### src/rtl/joystick_axis_speed_direction_defines.svh
// assertion macros shared by the joystick speed block
`ifndef JOYSTICK_AXIS_SPEED_DIRECTION_DEFINES_SVH
`define JOYSTICK_AXIS_SPEED_DIRECTION_DEFINES_SVH

// same-cycle implication
`define JASD_ASSERT_IMP(name, clk, rstn, ante, cons) \
    name: assert property (@(posedge clk) disable iff (!rstn) (ante) |-> (cons)) \
        else $error("jasd assertion failed");

// next-cycle implication
`define JASD_ASSERT_NXT(name, clk, rstn, ante, cons) \
    name: assert property (@(posedge clk) disable iff (!rstn) (ante) |=> (cons)) \
        else $error("jasd assertion failed");

`endif

### src/rtl/jasd_pkg.sv
// types, codes and microprogram of the joystick speed block
`default_nettype none
package jasd_pkg;

    localparam int SPEED_BITS   = 7;
    localparam int OUT_W        = 24;
    localparam int CFG_IDX_BITS = 3;
    localparam int PC_BITS      = 3;

    // register indexes
    localparam logic [CFG_IDX_BITS-1:0] CFG_Y_CENTER    = 3'd0;
    localparam logic [CFG_IDX_BITS-1:0] CFG_X_CENTER    = 3'd1;
    localparam logic [CFG_IDX_BITS-1:0] CFG_Y_MIN_START = 3'd2;
    localparam logic [CFG_IDX_BITS-1:0] CFG_Y_MAX_START = 3'd3;
    localparam logic [CFG_IDX_BITS-1:0] CFG_X_MIN_START = 3'd4;
    localparam logic [CFG_IDX_BITS-1:0] CFG_X_MAX_START = 3'd5;

    // jump conditions
    localparam logic [1:0] COND_ALWAYS   = 2'd0;
    localparam logic [1:0] COND_IN_BEAT  = 2'd1;
    localparam logic [1:0] COND_DIV_LAST = 2'd2;
    localparam logic [1:0] COND_OUT_FREE = 2'd3;

    localparam logic AXIS_Y = 1'b0;
    localparam logic AXIS_X = 1'b1;

    // program steps
    localparam logic [PC_BITS-1:0] STEP_WAIT    = 3'd0;
    localparam logic [PC_BITS-1:0] STEP_SETUP_Y = 3'd1;
    localparam logic [PC_BITS-1:0] STEP_DIV_Y   = 3'd2;
    localparam logic [PC_BITS-1:0] STEP_SWAP    = 3'd3;
    localparam logic [PC_BITS-1:0] STEP_DIV_X   = 3'd4;
    localparam logic [PC_BITS-1:0] STEP_STORE_X = 3'd5;
    localparam logic [PC_BITS-1:0] STEP_EMIT    = 3'd6;

    typedef struct packed {
        logic               accept;
        logic               setup;
        logic               setup_axis;
        logic               div;
        logic               store;
        logic               store_axis;
        logic               emit;
        logic [1:0]         cond;
        logic [PC_BITS-1:0] target;
    } jasd_ctl_t;

    typedef struct packed {
        logic in_beat;
        logic div_last;
        logic out_free;
    } jasd_stat_t;

    function automatic jasd_ctl_t prog_word(input logic [PC_BITS-1:0] pc);
        jasd_ctl_t w;
        w = '0;
        unique case (pc)
            STEP_WAIT: begin
                w.accept = 1'b1;
                w.cond   = COND_IN_BEAT;
                w.target = STEP_SETUP_Y;
            end
            STEP_SETUP_Y: begin
                w.setup      = 1'b1;
                w.setup_axis = AXIS_Y;
                w.cond       = COND_ALWAYS;
                w.target     = STEP_DIV_Y;
            end
            STEP_DIV_Y: begin
                w.div    = 1'b1;
                w.cond   = COND_DIV_LAST;
                w.target = STEP_SWAP;
            end
            STEP_SWAP: begin
                w.store      = 1'b1;
                w.store_axis = AXIS_Y;
                w.setup      = 1'b1;
                w.setup_axis = AXIS_X;
                w.cond       = COND_ALWAYS;
                w.target     = STEP_DIV_X;
            end
            STEP_DIV_X: begin
                w.div    = 1'b1;
                w.cond   = COND_DIV_LAST;
                w.target = STEP_STORE_X;
            end
            STEP_STORE_X: begin
                w.store      = 1'b1;
                w.store_axis = AXIS_X;
                w.cond       = COND_ALWAYS;
                w.target     = STEP_EMIT;
            end
            STEP_EMIT: begin
                w.emit   = 1'b1;
                w.cond   = COND_OUT_FREE;
                w.target = STEP_WAIT;
            end
            default: begin
                w.cond   = COND_ALWAYS;
                w.target = STEP_WAIT;
            end
        endcase
        return w;
    endfunction

endpackage
`default_nettype wire

### src/rtl/jasd_seq.sv
// step counter and program rom of the joystick speed block
`default_nettype none
module jasd_seq
    import jasd_pkg::*;
(
    input  wire logic       aclk,
    input  wire logic       aresetn,
    input  wire jasd_stat_t stat,
    output jasd_ctl_t       ctl
);

    logic [PC_BITS-1:0] pc_reg, pc_next;
    logic               cond_met;

    assign ctl = prog_word(pc_reg);

    always_comb begin
        unique case (ctl.cond)
            COND_ALWAYS:   cond_met = 1'b1;
            COND_IN_BEAT:  cond_met = stat.in_beat;
            COND_DIV_LAST: cond_met = stat.div_last;
            COND_OUT_FREE: cond_met = stat.out_free;
            default:       cond_met = 1'b0;
        endcase
        pc_next = cond_met ? ctl.target : pc_reg;
    end

    always_ff @(posedge aclk) begin
        if (!aresetn) begin
            pc_reg <= STEP_WAIT;
        end else begin
            pc_reg <= pc_next;
        end
    end

endmodule
`default_nettype wire

### src/rtl/jasd_dp.sv
// datapath: calibration registers, running spans, shared divider, result register
`default_nettype none
module jasd_dp
    import jasd_pkg::*;
#(
    parameter int SAMPLE_BITS = 10,
    parameter int FULL_SCALE  = 100
) (
    input  wire logic                         aclk,
    input  wire logic                         aresetn,
    input  wire jasd_ctl_t                    ctl,
    output jasd_stat_t                        stat,
    input  wire logic                         s_tvalid,
    output logic                              s_tready,
    input  wire logic [SAMPLE_BITS-1:0]       y_in,
    input  wire logic [SAMPLE_BITS-1:0]       x_in,
    input  wire logic                         cfg_valid,
    input  wire logic [CFG_IDX_BITS-1:0]      cfg_index,
    input  wire logic [SAMPLE_BITS-1:0]       cfg_data,
    output logic                              m_tvalid,
    input  wire logic                         m_tready,
    output logic [OUT_W-1:0]                  m_tdata
);

    localparam int SB  = SAMPLE_BITS;
    localparam int QB  = $clog2(FULL_SCALE + 1);
    localparam int NB  = SB + QB;
    localparam int CW  = $clog2(QB);
    localparam int SPW = QB + 1;
    localparam logic [SB-1:0]  CENTER_RST = SB'(32'd512);
    localparam logic [SB-1:0]  MAX_RST    = SB'(32'd1023);
    localparam logic [QB-1:0]  HALF_Q     = QB'(FULL_SCALE / 2);
    localparam logic [SPW-1:0] FS_S       = SPW'(FULL_SCALE);
    localparam logic [CW-1:0]  CNT_TOP    = CW'(QB - 1);
    localparam logic [NB-1:0]  FS_N       = NB'(FULL_SCALE);

    logic [SB-1:0] ycen_reg, xcen_reg;
    logic [SB-1:0] ylo_reg, yhi_reg, xlo_reg, xhi_reg;
    logic [SB-1:0] ys_reg, xs_reg;
    logic          fwd_reg, right_reg, changed_reg;
    logic [NB-1:0] rem_reg, dvs_reg;
    logic [QB-1:0] q_reg;
    logic [CW-1:0] cnt_reg;
    logic          zero_reg;
    logic [SPEED_BITS-1:0] yspd_reg, xspd_reg;
    logic          m_tvalid_reg;
    logic [OUT_W-1:0] m_tdata_reg;

    logic          in_beat, out_free, out_load;
    logic          y_up, y_dn, x_up, x_dn;
    logic [SB-1:0] s_sel, lo_sel, hi_sel, diff, span;
    logic          zero_next;
    logic [NB-1:0] num;
    logic          ge;
    logic [QB-1:0] dev;
    logic [SPW-1:0] spd, spd_sat;
    logic [SPW+SPEED_BITS-1:0] spd_wide;
    logic [SPEED_BITS-1:0] spd_out;

    assign s_tready = ctl.accept;
    assign in_beat  = s_tvalid && ctl.accept;
    assign out_free = !m_tvalid_reg || m_tready;
    assign out_load = ctl.emit && out_free;

    assign stat.in_beat  = in_beat;
    assign stat.div_last = (cnt_reg == '0);
    assign stat.out_free = out_free;

    assign m_tvalid = m_tvalid_reg;
    assign m_tdata  = m_tdata_reg;

    // max test wins over min test, as in the span update rule
    always_comb begin
        y_up = y_in > yhi_reg;
        y_dn = !y_up && (y_in < ylo_reg);
        x_up = x_in > xhi_reg;
        x_dn = !x_up && (x_in < xlo_reg);
    end

    always_comb begin
        s_sel     = (ctl.setup_axis == AXIS_X) ? xs_reg  : ys_reg;
        lo_sel    = (ctl.setup_axis == AXIS_X) ? xlo_reg : ylo_reg;
        hi_sel    = (ctl.setup_axis == AXIS_X) ? xhi_reg : yhi_reg;
        diff      = s_sel - lo_sel;
        span      = hi_sel - lo_sel;
        zero_next = (hi_sel <= lo_sel) || (s_sel < lo_sel);
        num       = NB'(diff) * FS_N;
        ge        = rem_reg >= dvs_reg;
    end

    // fold position around the midpoint
    always_comb begin
        dev      = (q_reg >= HALF_Q) ? (q_reg - HALF_Q) : (HALF_Q - q_reg);
        spd      = {dev, 1'b0};
        spd_sat  = zero_reg ? '0 : ((spd > FS_S) ? FS_S : spd);
        spd_wide = {{SPEED_BITS{1'b0}}, spd_sat};
        spd_out  = spd_wide[SPEED_BITS-1:0];
    end

    always_ff @(posedge aclk) begin
        if (!aresetn) begin
            ycen_reg     <= CENTER_RST;
            xcen_reg     <= CENTER_RST;
            ylo_reg      <= '0;
            yhi_reg      <= MAX_RST;
            xlo_reg      <= '0;
            xhi_reg      <= MAX_RST;
            m_tvalid_reg <= 1'b0;
        end else begin
            if (cfg_valid) begin
                unique case (cfg_index)
                    CFG_Y_CENTER:    ycen_reg <= cfg_data;
                    CFG_X_CENTER:    xcen_reg <= cfg_data;
                    CFG_Y_MIN_START: ylo_reg  <= cfg_data;
                    CFG_Y_MAX_START: yhi_reg  <= cfg_data;
                    CFG_X_MIN_START: xlo_reg  <= cfg_data;
                    CFG_X_MAX_START: xhi_reg  <= cfg_data;
                    default: ;
                endcase
            end else if (in_beat) begin
                if (y_up) yhi_reg <= y_in;
                if (y_dn) ylo_reg <= y_in;
                if (x_up) xhi_reg <= x_in;
                if (x_dn) xlo_reg <= x_in;
            end
            if (out_load) begin
                m_tvalid_reg <= 1'b1;
            end else if (m_tready) begin
                m_tvalid_reg <= 1'b0;
            end
        end
    end

    always_ff @(posedge aclk) begin
        if (in_beat) begin
            ys_reg      <= y_in;
            xs_reg      <= x_in;
            fwd_reg     <= y_in >= ycen_reg;
            right_reg   <= x_in >= xcen_reg;
            changed_reg <= y_up || y_dn || x_up || x_dn;
        end
        if (ctl.store) begin
            if (ctl.store_axis == AXIS_X) begin
                xspd_reg <= spd_out;
            end else begin
                yspd_reg <= spd_out;
            end
        end
        // one quotient bit a step, divisor walks down from the top bit
        if (ctl.setup) begin
            rem_reg  <= num;
            dvs_reg  <= NB'(span) << (QB - 1);
            cnt_reg  <= CNT_TOP;
            zero_reg <= zero_next;
        end else if (ctl.div) begin
            if (ge) rem_reg <= rem_reg - dvs_reg;
            dvs_reg <= dvs_reg >> 1;
            q_reg   <= {q_reg[QB-2:0], ge};
            cnt_reg <= cnt_reg - 1'b1;
        end
        if (out_load) begin
            m_tdata_reg <= {7'b0, changed_reg, right_reg, fwd_reg, xspd_reg, yspd_reg};
        end
    end

endmodule
`default_nettype wire

### src/rtl/joystick_axis_speed_direction.sv
// top level of the two-axis joystick speed and direction block
//
//  channel  dir  handshake                  payload
//  s_       in   s_tvalid / s_tready        s_tdata: y sample, x sample
//  m_       out  m_tvalid / m_tready        m_tdata: y speed, x speed, fwd, right, changed
//  cfg_     in   cfg_valid / cfg_ready      cfg_index, cfg_data
//
// each sample runs through the setup, divide, store and emit steps before the next is taken; the
// shared restoring divider, one quotient bit per step, runs once per axis
// reset loads centers with 512 and spans with 0 .. 1023, truncated to the sample width
// the next beat is taken while a result still sits in the output register;
// the sequencer holds on its emit step only while that register is full and m_tready is low
`default_nettype none
`include "joystick_axis_speed_direction_defines.svh"
module joystick_axis_speed_direction
    import jasd_pkg::*;
#(
    parameter int SAMPLE_BITS = 10,
    parameter int FULL_SCALE  = 100
) (
    input  wire logic                              aclk,
    input  wire logic                              aresetn,
    input  wire logic                              s_tvalid,
    output logic                                   s_tready,
    // fwd_rev_position, left_right_position, zero pad
    input  wire logic [((2*SAMPLE_BITS+7)/8)*8-1:0] s_tdata,
    output logic                                   m_tvalid,
    input  wire logic                              m_tready,
    // fwd_rev_speed[6:0], left_right_speed[13:7], go_forward, turn_right, span_changed, pad
    output logic [OUT_W-1:0]                       m_tdata,
    input  wire logic                              cfg_valid,
    output logic                                   cfg_ready,
    input  wire logic [CFG_IDX_BITS-1:0]           cfg_index,
    input  wire logic [SAMPLE_BITS-1:0]            cfg_data
);

    jasd_ctl_t  ctl;
    jasd_stat_t stat;

    assign cfg_ready = 1'b1;

    jasd_seq u_seq (
        .aclk    (aclk),
        .aresetn (aresetn),
        .stat    (stat),
        .ctl     (ctl)
    );

    jasd_dp #(
        .SAMPLE_BITS (SAMPLE_BITS),
        .FULL_SCALE  (FULL_SCALE)
    ) u_dp (
        .aclk      (aclk),
        .aresetn   (aresetn),
        .ctl       (ctl),
        .stat      (stat),
        .s_tvalid  (s_tvalid),
        .s_tready  (s_tready),
        .y_in      (s_tdata[SAMPLE_BITS-1:0]),
        .x_in      (s_tdata[2*SAMPLE_BITS-1:SAMPLE_BITS]),
        .cfg_valid (cfg_valid),
        .cfg_index (cfg_index),
        .cfg_data  (cfg_data),
        .m_tvalid  (m_tvalid),
        .m_tready  (m_tready),
        .m_tdata   (m_tdata)
    );

    `JASD_ASSERT_NXT(a_beat_starts_y, aclk, aresetn, s_tvalid && s_tready, ctl.setup && (ctl.setup_axis == AXIS_Y))
    `JASD_ASSERT_NXT(a_div_then_store, aclk, aresetn, ctl.div && stat.div_last, ctl.store)
    `JASD_ASSERT_IMP(a_result_from_emit, aclk, aresetn, $rose(m_tvalid), $past(ctl.emit))
    `JASD_ASSERT_NXT(a_emit_holds, aclk, aresetn, ctl.emit && !stat.out_free, ctl.emit)

endmodule
`default_nettype wire

### config.mk
export PLATFORM = sky130hd
export DESIGN_NAME = joystick_axis_speed_direction
export DESIGN_NICKNAME = d
export VERILOG_FILES = /design/src/rtl/jasd_pkg.sv /design/src/rtl/jasd_seq.sv /design/src/rtl/jasd_dp.sv /design/src/rtl/joystick_axis_speed_direction.sv
export VERILOG_INCLUDE_DIRS = /design/src /design/src/rtl
export SDC_FILE = /design/constraint.sdc
export NUM_CORES = 1
export LEC_CHECK = 0
export BUFFER_PORTS_ARGS = -buffer_cell sky130_fd_sc_hd__clkbuf_2
export CORE_MARGIN = 2
export CORE_UTILIZATION = 40
export DETAILED_ROUTE_END_ITERATION = 8
export REMOVE_ABC_BUFFERS = 1
export SYNTH_ARGS = -nofsm -noshare
export SYNTH_HDL_FRONTEND = slang
export SYNTH_SLANG_ARGS = --single-unit
### constraint.sdc
create_clock -name aclk -period 15.8 [get_ports aclk]
set_clock_uncertainty 0.05 [all_clocks]
set_input_delay 0.79 -clock aclk [delete_from_list [all_inputs] [get_ports aclk]]
set_output_delay 0.79 -clock aclk [all_outputs]
set_load 0.02 [all_outputs]
==> results of run 1 <==
==> layout make-up <==
class | count | area share (%)
timing repair buffer | 62 | 2.76
inverter | 111 | 3.52
clock inverter | 14 | 0.992
sequential | 158 | 33.3
multi-input combinational | 846 | 52.2
clock buffer | 18 | 3.67
tap | 341 | 3.56
==> routing by layer <==
metal  part of all wire (%)  vias to the layer above  wire length, microns
met5                      0                        -                     0
met4                    1.5                        0                   395
met3                    3.7                       22                   978
met2                     48                      163                 12600
met1                     47                     4078                 12300
li1                       -                     4244                     -
==> layout by cell type, fill, tap and decap left out, drive strengths merged, types with 20 or more instances in the layout <==
cell and instances:
edfxtp 83, xnor2 20, o311a 21, o21ai 73, ha 132, mux2i 32, a31oi 26, dfxtp 75
a21oi 66, nand2b 23, nor2 50, nand2 125, a21o 31, inv 113, clkbuf 72, nand3 22
xor2 36
==> path summary, 6_finish.rpt <==
check	start	end	cells past startpoint
min reg2reg	u_dp.yspd_reg[4]	u_dp.m_tdata[4]	0
max	u_seq.pc_reg[0]	u_dp.rem_reg[16]	23
max reg2reg	u_seq.pc_reg[0]	u_dp.rem_reg[16]	23
min	u_dp.yspd_reg[4]	u_dp.m_tdata[4]	0
==> logic make-up (layout without fill, tap and decap cells) <==
logic type	Yosys count	count (layout)	synth area share [%]
other	2	10	0.0688
AOI/OAI and AO/OA	294	294	18.0
xor gates and xnor gates	56	56	4.50
buffers and inverters	170	205	6.60
and+or+nand+nor	311	311	14.4
DFF	158	158	36.6
adders and majority gates	140	140	16.5
muxes	35	35	3.35
==> power by group through the flow <==
stage | sequential, mW | clock (mW) | combinational [mW]
5_1_grt | 0.503 | 0.419 | 0.760
3_5_place_dp | 0.508 | 0 | 0.657
6_report | 0.499 | 0.396 | 0.660
4_1_cts | 0.499 | 0.403 | 0.665
3_3_place_gp | 0.506 | 0 | 0.652
2_1_floorplan | 0.501 | 0 | 0.520
==> worst max-delay path, cell delays in order, from the launching register on <==
cell and delay, ns:
dfxtp_1 0.60, nand3b_4 0.42, inv_4 0.63, mux2i_1 0.26, ha_1 0.18, inv_1 0.05
fa_1 0.41, a221o_1 0.37, and3_1 0.21, nor2_1 0.14, xnor2_1 0.26, ha_1 0.31
ha_1 0.27, inv_1 0.05, fa_1 0.38, inv_1 0.06, ha_1 0.25, or2_2 0.32
a21oi_1 0.16, a31oi_1 0.08, a21o_1 0.20, a21oi_1 0.16, xor2_1 0.24, o22ai_1 0.10
==> per-stage QoR <==
step | worst slack, ns | cells | power (mW) | instance area [sq um] | hold slack (ns)
detailed placement | 9.33 | 1518 | 1.16 | 11400 | 0.355
floorplan | 10.20 | 1115 | 1.02 | 10600 | 0.350
global placement | 9.39 | 1518 | 1.16 | 11400 | 0.351
CTS | 9.33 | 1550 | 1.57 | 12000 | 0.369
finish | 9.34 | 1550 | 1.55 | 12000 | 0.367
global route | 8.86 | 1550 | 1.68 | 12000 | 0.373
==> reports/results.tsv, run 1 <==
stage	metric	value	unit
run_status	status	complete, no violations	
global_route	use_met2	32.1	%
clock_tree	cts_setup_buffers	0	
pwr	p_per_area	130	nW/um^2
drt	route.detailed.drc	0	
critical_path	worst_ep_arrival_time	6.59	ns
placement	place_congestion	0.867	
cells_and_area	synthToLayoutAreaGrowth	9.85	%
cells_and_area	drive_gt1_share	10.3	%
cells_and_area	largest_register_ffs	17	
timing	tightest_slew	1.10	ns
cells_and_area	nFillCells	2641	
synth	synth_top_area_share	22.8	%
pwr	p_comb_share	42.5	%
drt	routed_via_density	5.49	
cells_and_area	utilization	44.6	%
worst_hold_path	min_path_type	flop to flop	
pwr	power_frac_clock	25.4	%
timing	setup_viol	0	
pwr	max-vdd-ir-drop	0.0711	mV
die	dieArea	28600	sq um
global_route	top_usage_layer	met2	
cells_and_area	diodes	0	
die	io_pins	69	
synth	synth_edf_count	83	
pwr	seq_power_share	32.1	%
global_route	overflow	0	
synth	synthCells	1166	
flow_run	drv_cap	0	
synth	yosysUniqueCellTypes	79	
synth	synthTopCellsByCount	132 x ha_1, 123 x nand2_1, 108 x inv_1, 83 x edfxtp_1, 75 x dfxtp_1	
timing	fmax	155	MHz
pwr	p_sw	0.565	mW
clock_tree	insertion_delay	0.44	ns
clock_tree	ctsHoldBuffers	0	
drt	routed_wl	26300	microns
placement	port_buffers	54	
cells_and_area	fin_nets	1377	
timing	timing.slew.headroom	26.3	%
cells_and_area	ff_latch_area	3990	sq um
timing	min_period	6.46	ns
pwr	power_leakage	5.22	nW
global_route	grt_use_met3	3.40	%
clock_tree	cts_sinks	158	
cells_and_area	multi_input_area	6250	sq um
timing	hold_viol_final	0	
critical_path	critPathMaxFanout	52	
drt	post_drt_wl_per_cell	17.0	microns
drt	first_iter_violations	598	
placement	dp_hpwl	20000	microns
clock_tree	ctsHtreeMaxLevel	4	
clock_tree	clk_path_buf_depth	2	
critical_path	worstSetupStartpointType	flop	
clock_tree	cts_tree	built	
drt	num_vias	8507	
global_route	grt.total_usage	18.9	%
clock_tree	post_cts_resize_count	0	
global_route	grt_pass1_wl	42400	microns
synth	synth_seq_cells	158	
die	start_util	40.6	%
clock_tree	clockRootBuffer	clkbuf_16	
timing	fin_crit_sh	40.9	%
global_route	antenna_found_initial	0	
timing	rsz0062_at_grt	false	
clock_tree	clkTransAtPathRegs	0.06	ns
global_route	use_met1	24.8	%
drt	antenna_left	0	
timing	final_max_slew_viol_count	0	
critical_path	worst_setup_path_end_kind	flop	
die	row_count	60	
die	die_width	169	microns
global_route	grt_max_degree	64	
die	core	26900	sq um
synth	yosysTopAreaCell	edfxtp_1	
pwr	intPower	0.990	mW
timing	tns	0	ns
synth	yosysSeqAreaShare	36.6	%
synth	yosys_warnings	0	
synth	async_flop_share	0	%
synth	synth_area_per_cell	9.36	sq um
synth	yosysMostFrequentCell	ha_1	
synth	ys.flop_type	edfxtp_1	
synth	syn_area	10900	sq um
die	dieHeight	169	microns
critical_path	r2r_setup_slack	9.34	ns
critical_path	crit_required	15.93	ns
synth	synthTopCellsByArea	edfxtp_1 23%, ha_1 15%, dfxtp_1 14%, nand2_1 4.2%, inv_1 3.7%	
drt	drtPass1Iterations	5	
pwr	p_sw_share	36.3	%
critical_path	critical_path_class	flop to flop	
global_route	first_global_vias	8224	
clock_tree	cts-buffers-inserted	17	
(Power assumes the default switching activity.)
==> run 2, diff against run 1 <==
--- a/config.mk
+++ b/config.mk
@@ -6,6 +6,7 @@
 export SDC_FILE = /design/constraint.sdc
 export NUM_CORES = 1
 export LEC_CHECK = 0
+export ABC_AREA = 1
 export BUFFER_PORTS_ARGS = -buffer_cell sky130_fd_sc_hd__clkbuf_2
 export CORE_MARGIN = 2
 export CORE_UTILIZATION = 40
==> constraint.sdc (replaced) <==
create_clock -name aclk -period 6.72 [get_ports aclk]
set_clock_uncertainty 0.05 [all_clocks]
set_input_delay 0.336 -clock aclk [delete_from_list [all_inputs] [get_ports aclk]]
set_output_delay 0.336 -clock aclk [all_outputs]
set_load 0.02 [all_outputs]
==> run 2 against run 1 <==
  * Die area down 0.22%
  * Cell count up 15%
  * Combinational power rose to 2.9 times the previous value
  * Sequential share of layout area down 0.20 points
  * Critical endpoint is now u_dp.rem_reg[12]
  * Highest routed layer unchanged
==> reports/results.tsv, run 2 <==
stage	metric	value	unit	change
placement	place_congestion	0.881		+1.6%
drt	num_vias	9020		+6.0%
clock_tree	cts_setup_buffers	0		unchanged
flow_run	drv_cap	0		unchanged
clock_tree	ctsHoldBuffers	0		unchanged
synth	yosysUniqueCellTypes	50		-37%
placement	placed_area	11400	sq um	about the same
pwr	power_frac_clock	25.1	%	-0.3 points
cells_and_area	final_cell_area	12100	sq um	+0.62%
die	start_util	40.6	%	about the same
synth	synthCells	1391		+19%
pwr	power_leakage	5.72	nW	+9.5%
critical_path	critPathMaxStageDelay	0.52	ns	-0.11 ns
critical_path	crit_required	6.86	ns	-9.07 ns
cells_and_area	largest_register_ffs	17		unchanged
critical_path	critPathMaxFanout	28		-46%
die	dieArea	28500	sq um	-0.22%
timing	tns	0	ns	unchanged
global_route	first_global_vias	8717		+6.0%
drt	post_drt_wl_per_cell	15.2	microns	-11%
critical_path	path_buf_inv	7		+3
timing	setup_viol	0		unchanged
cells_and_area	fin_nets	1612		+17%
timing	tightest_slew	1.00	ns	-0.0992 ns
timing	min_period	5.55	ns	-0.914 ns
die	row_count	60		unchanged
pwr	p_sw	1.64	mW	+190%
critical_path	crit_path_frequent_cell	inv_1		
synth	synth_area_per_cell	7.82	sq um	-16%
clock_tree	clkTransAtPathRegs	0.06	ns	about the same
die	io_pins	69		unchanged
cells_and_area	final_cell_mix	344 x nand2_1, 173 x inv_1, 132 x ha_1		
placement	port_buffers	54		unchanged
global_route	antenna_found_initial	0		unchanged
clock_tree	insertion_delay	0.43	ns	about the same
pwr	design_power_total	4.19	mW	+170%
global_route	grt_pass1_wl	44600	microns	+5.1%
clock_tree	post_cts_resize_count	0		unchanged
synth	yosysMostFrequentCell	nand2_1		
timing	final_max_slew_viol_count	0		unchanged
synth	yosysTopAreaCell	edfxtp_1		
timing	rsz0062_at_grt	false		
synth	async_flop_share	0	%	unchanged
timing	fmax	180	MHz	+16%
critical_path	worstSetupStartpointType	flop		
die	die_width	169	microns	-0.11%
clock_tree	clockRootBuffer	clkbuf_16		
pwr	max-vdd-ir-drop	0.212	mV	+200%
pwr	p_per_area	348	nW/um^2	+170%
critical_path	worst_setup_path_end_kind	flop		
critical_path	crit_slowest_cell	fa_1		
clock_tree	cts-buffers-inserted	17		unchanged
global_route	grt_max_degree	54		-16%
clock_tree	clk_path_buf_depth	2		unchanged
timing	fin_crit_sh	82.6	%	+42 points
global_route	overflow	0		unchanged
cells_and_area	mostFrequentLayoutCell	nand2_1		
critical_path	critical_path_class	flop to flop		
cells_and_area	drive_gt1_share	8.31	%	-1.9 points
synth	yosysSeqAreaShare	36.7	%	+0.084 points
global_route	grt.total_usage	19.8	%	+0.87 points
run_status	status	complete, no violations		
timing	timing.slew.headroom	33.2	%	+6.9 points
pwr	p_sw_share	39.1	%	+2.7 points
die	core	26800	sq um	-0.28%
clock_tree	cts_tree	built		
clock_tree	cts_sinks	158		unchanged
cells_and_area	synthToLayoutAreaGrowth	10.8	%	
synth	yosys_warnings	0		unchanged
critical_path	crit_family	adder cells		
drt	routed_via_density	5.05		-7.9%
die	dieHeight	169	microns	-0.11%
placement	dp_hpwl	21000	microns	+5.3%
synth	ys.flop_type	edfxtp_1		
pwr	p_comb_share	46.1	%	+3.6 points
synth	syn_area	10900	sq um	-0.23%
drt	drtPass1Iterations	6		+1
synth	synthTopCellsByArea	edfxtp_1 23%, ha_1 15%, dfxtp_1 14%, nand2_1 12%, inv_1 6.0%		
timing	setup_ws	1.17	ns	-8.17 ns
pwr	seq_power_share	28.7	%	-3.4 points
drt	antenna_left	0		unchanged
drt	first_iter_violations	636		+6.4%
cells_and_area	nFillCells	2651		+0.38%
cells_and_area	diodes	0		unchanged
pwr	intPower	2.55	mW	+160%
drt	route.detailed.drc	0		unchanged
synth	synthTopCellsByCount	344 x nand2_1, 173 x inv_1, 132 x ha_1, 103 x a21oi_1, 102 x nor2_1		
critical_path	worst_ep_arrival_time	5.69	ns	-0.90 ns
placement	pre_cts_ws	1.25	ns	-8.08 ns
timing	hold_viol_final	0		unchanged
clock_tree	ctsHtreeMaxLevel	4		unchanged
drt	routed_wl	27100	microns	+3.0%
synth	synth_top_area_share	22.9	%	+0.053 points
synth	synth_seq_cells	158		unchanged
worst_hold_path	min_path_type	input port to flop		
synth	synth_edf_count	83		unchanged
run 2: cell types whose count changed after synthesis, sizes merged, moves of 24 or more:
cell / previous run / this run
nand2: 125 / 357
a21oi: 66 / 103
inv: 111 / 175
mux2i: 32 / 1
a21o: 31 / 5
o21ai: 73 / 102
nand3: 22 / 65
nor2: 50 / 105
a31oi: 26 / 2
run 2: per-layer routing:
layer	share of wire (%)	GRT usage, %	vias to the layer above
met5	0	0	-
met4	1.8	5.58	0
met3	4.2	3.90	29
met2	46	32.6	173
met1	48	26.4	4121
li1	-	-	4697
run 2: final cells by class:
type,count,area [sq um],area share [%]
Tap cell,341,427,3.54
Clock inverter,11,189,1.57
Sequential cell,158,3990,33.1
Clock buffer,21,450,3.74
Inverter,177,664,5.51
Timing Repair Buffer,60,328,2.72
Multi-Input combinational cell,1017,6000,49.8
run 2: kinds of logic after synthesis:
logic type,Yosys count,share of synthesized area [%]
and+or+nand+nor,571,21.9
AOI/OAI and AO/OA,260,13.2
buffers and inverters,224,8.43
DFF,158,36.7
adders and majority gates,139,16.5
xor gates and xnor gates,36,3.10
other,2,0.0690
muxes,1,0.0920
run 2: worst paths after layout:
kind / depth (start not counted) / start / end / slack (ns)
worst min register to register: 0 / u_dp.xspd_reg[3] / u_dp.m_tdata[10] / 0.37
worst min-delay path: 1 / s_tdata[10] / u_dp.xs_reg[0] / 0.05
worst max register to register: 25 / u_seq.pc_reg[0] / u_dp.rem_reg[12] / 1.17
worst max-delay path: 25 / u_seq.pc_reg[0] / u_dp.rem_reg[12] / 1.17
run 2: stage by stage:
stage | instances | hold WS [ns] | utilization (%)
after floorplan | 1352 | 0.350 | -
after global placement | 1753 | 0.354 | 42.6
after detailed placement | 1753 | 0.355 | 42.6
after CTS | 1785 | 0.0407 | 45.0
after global routing | 1785 | 0.0416 | 45.0
final | 1785 | 0.0528 | 45.0
run 2: power by group through the flow:
stage                     clock network (mW)  registers (mW)  logic [mW]
after floorplan                            0            1.21        1.49
after global placement                     0            1.22        1.90
after detailed placement                   0            1.22        1.92
after CTS                               1.07            1.20        1.94
after global routing                    1.12            1.22        2.24
final                                   1.05            1.20        1.93
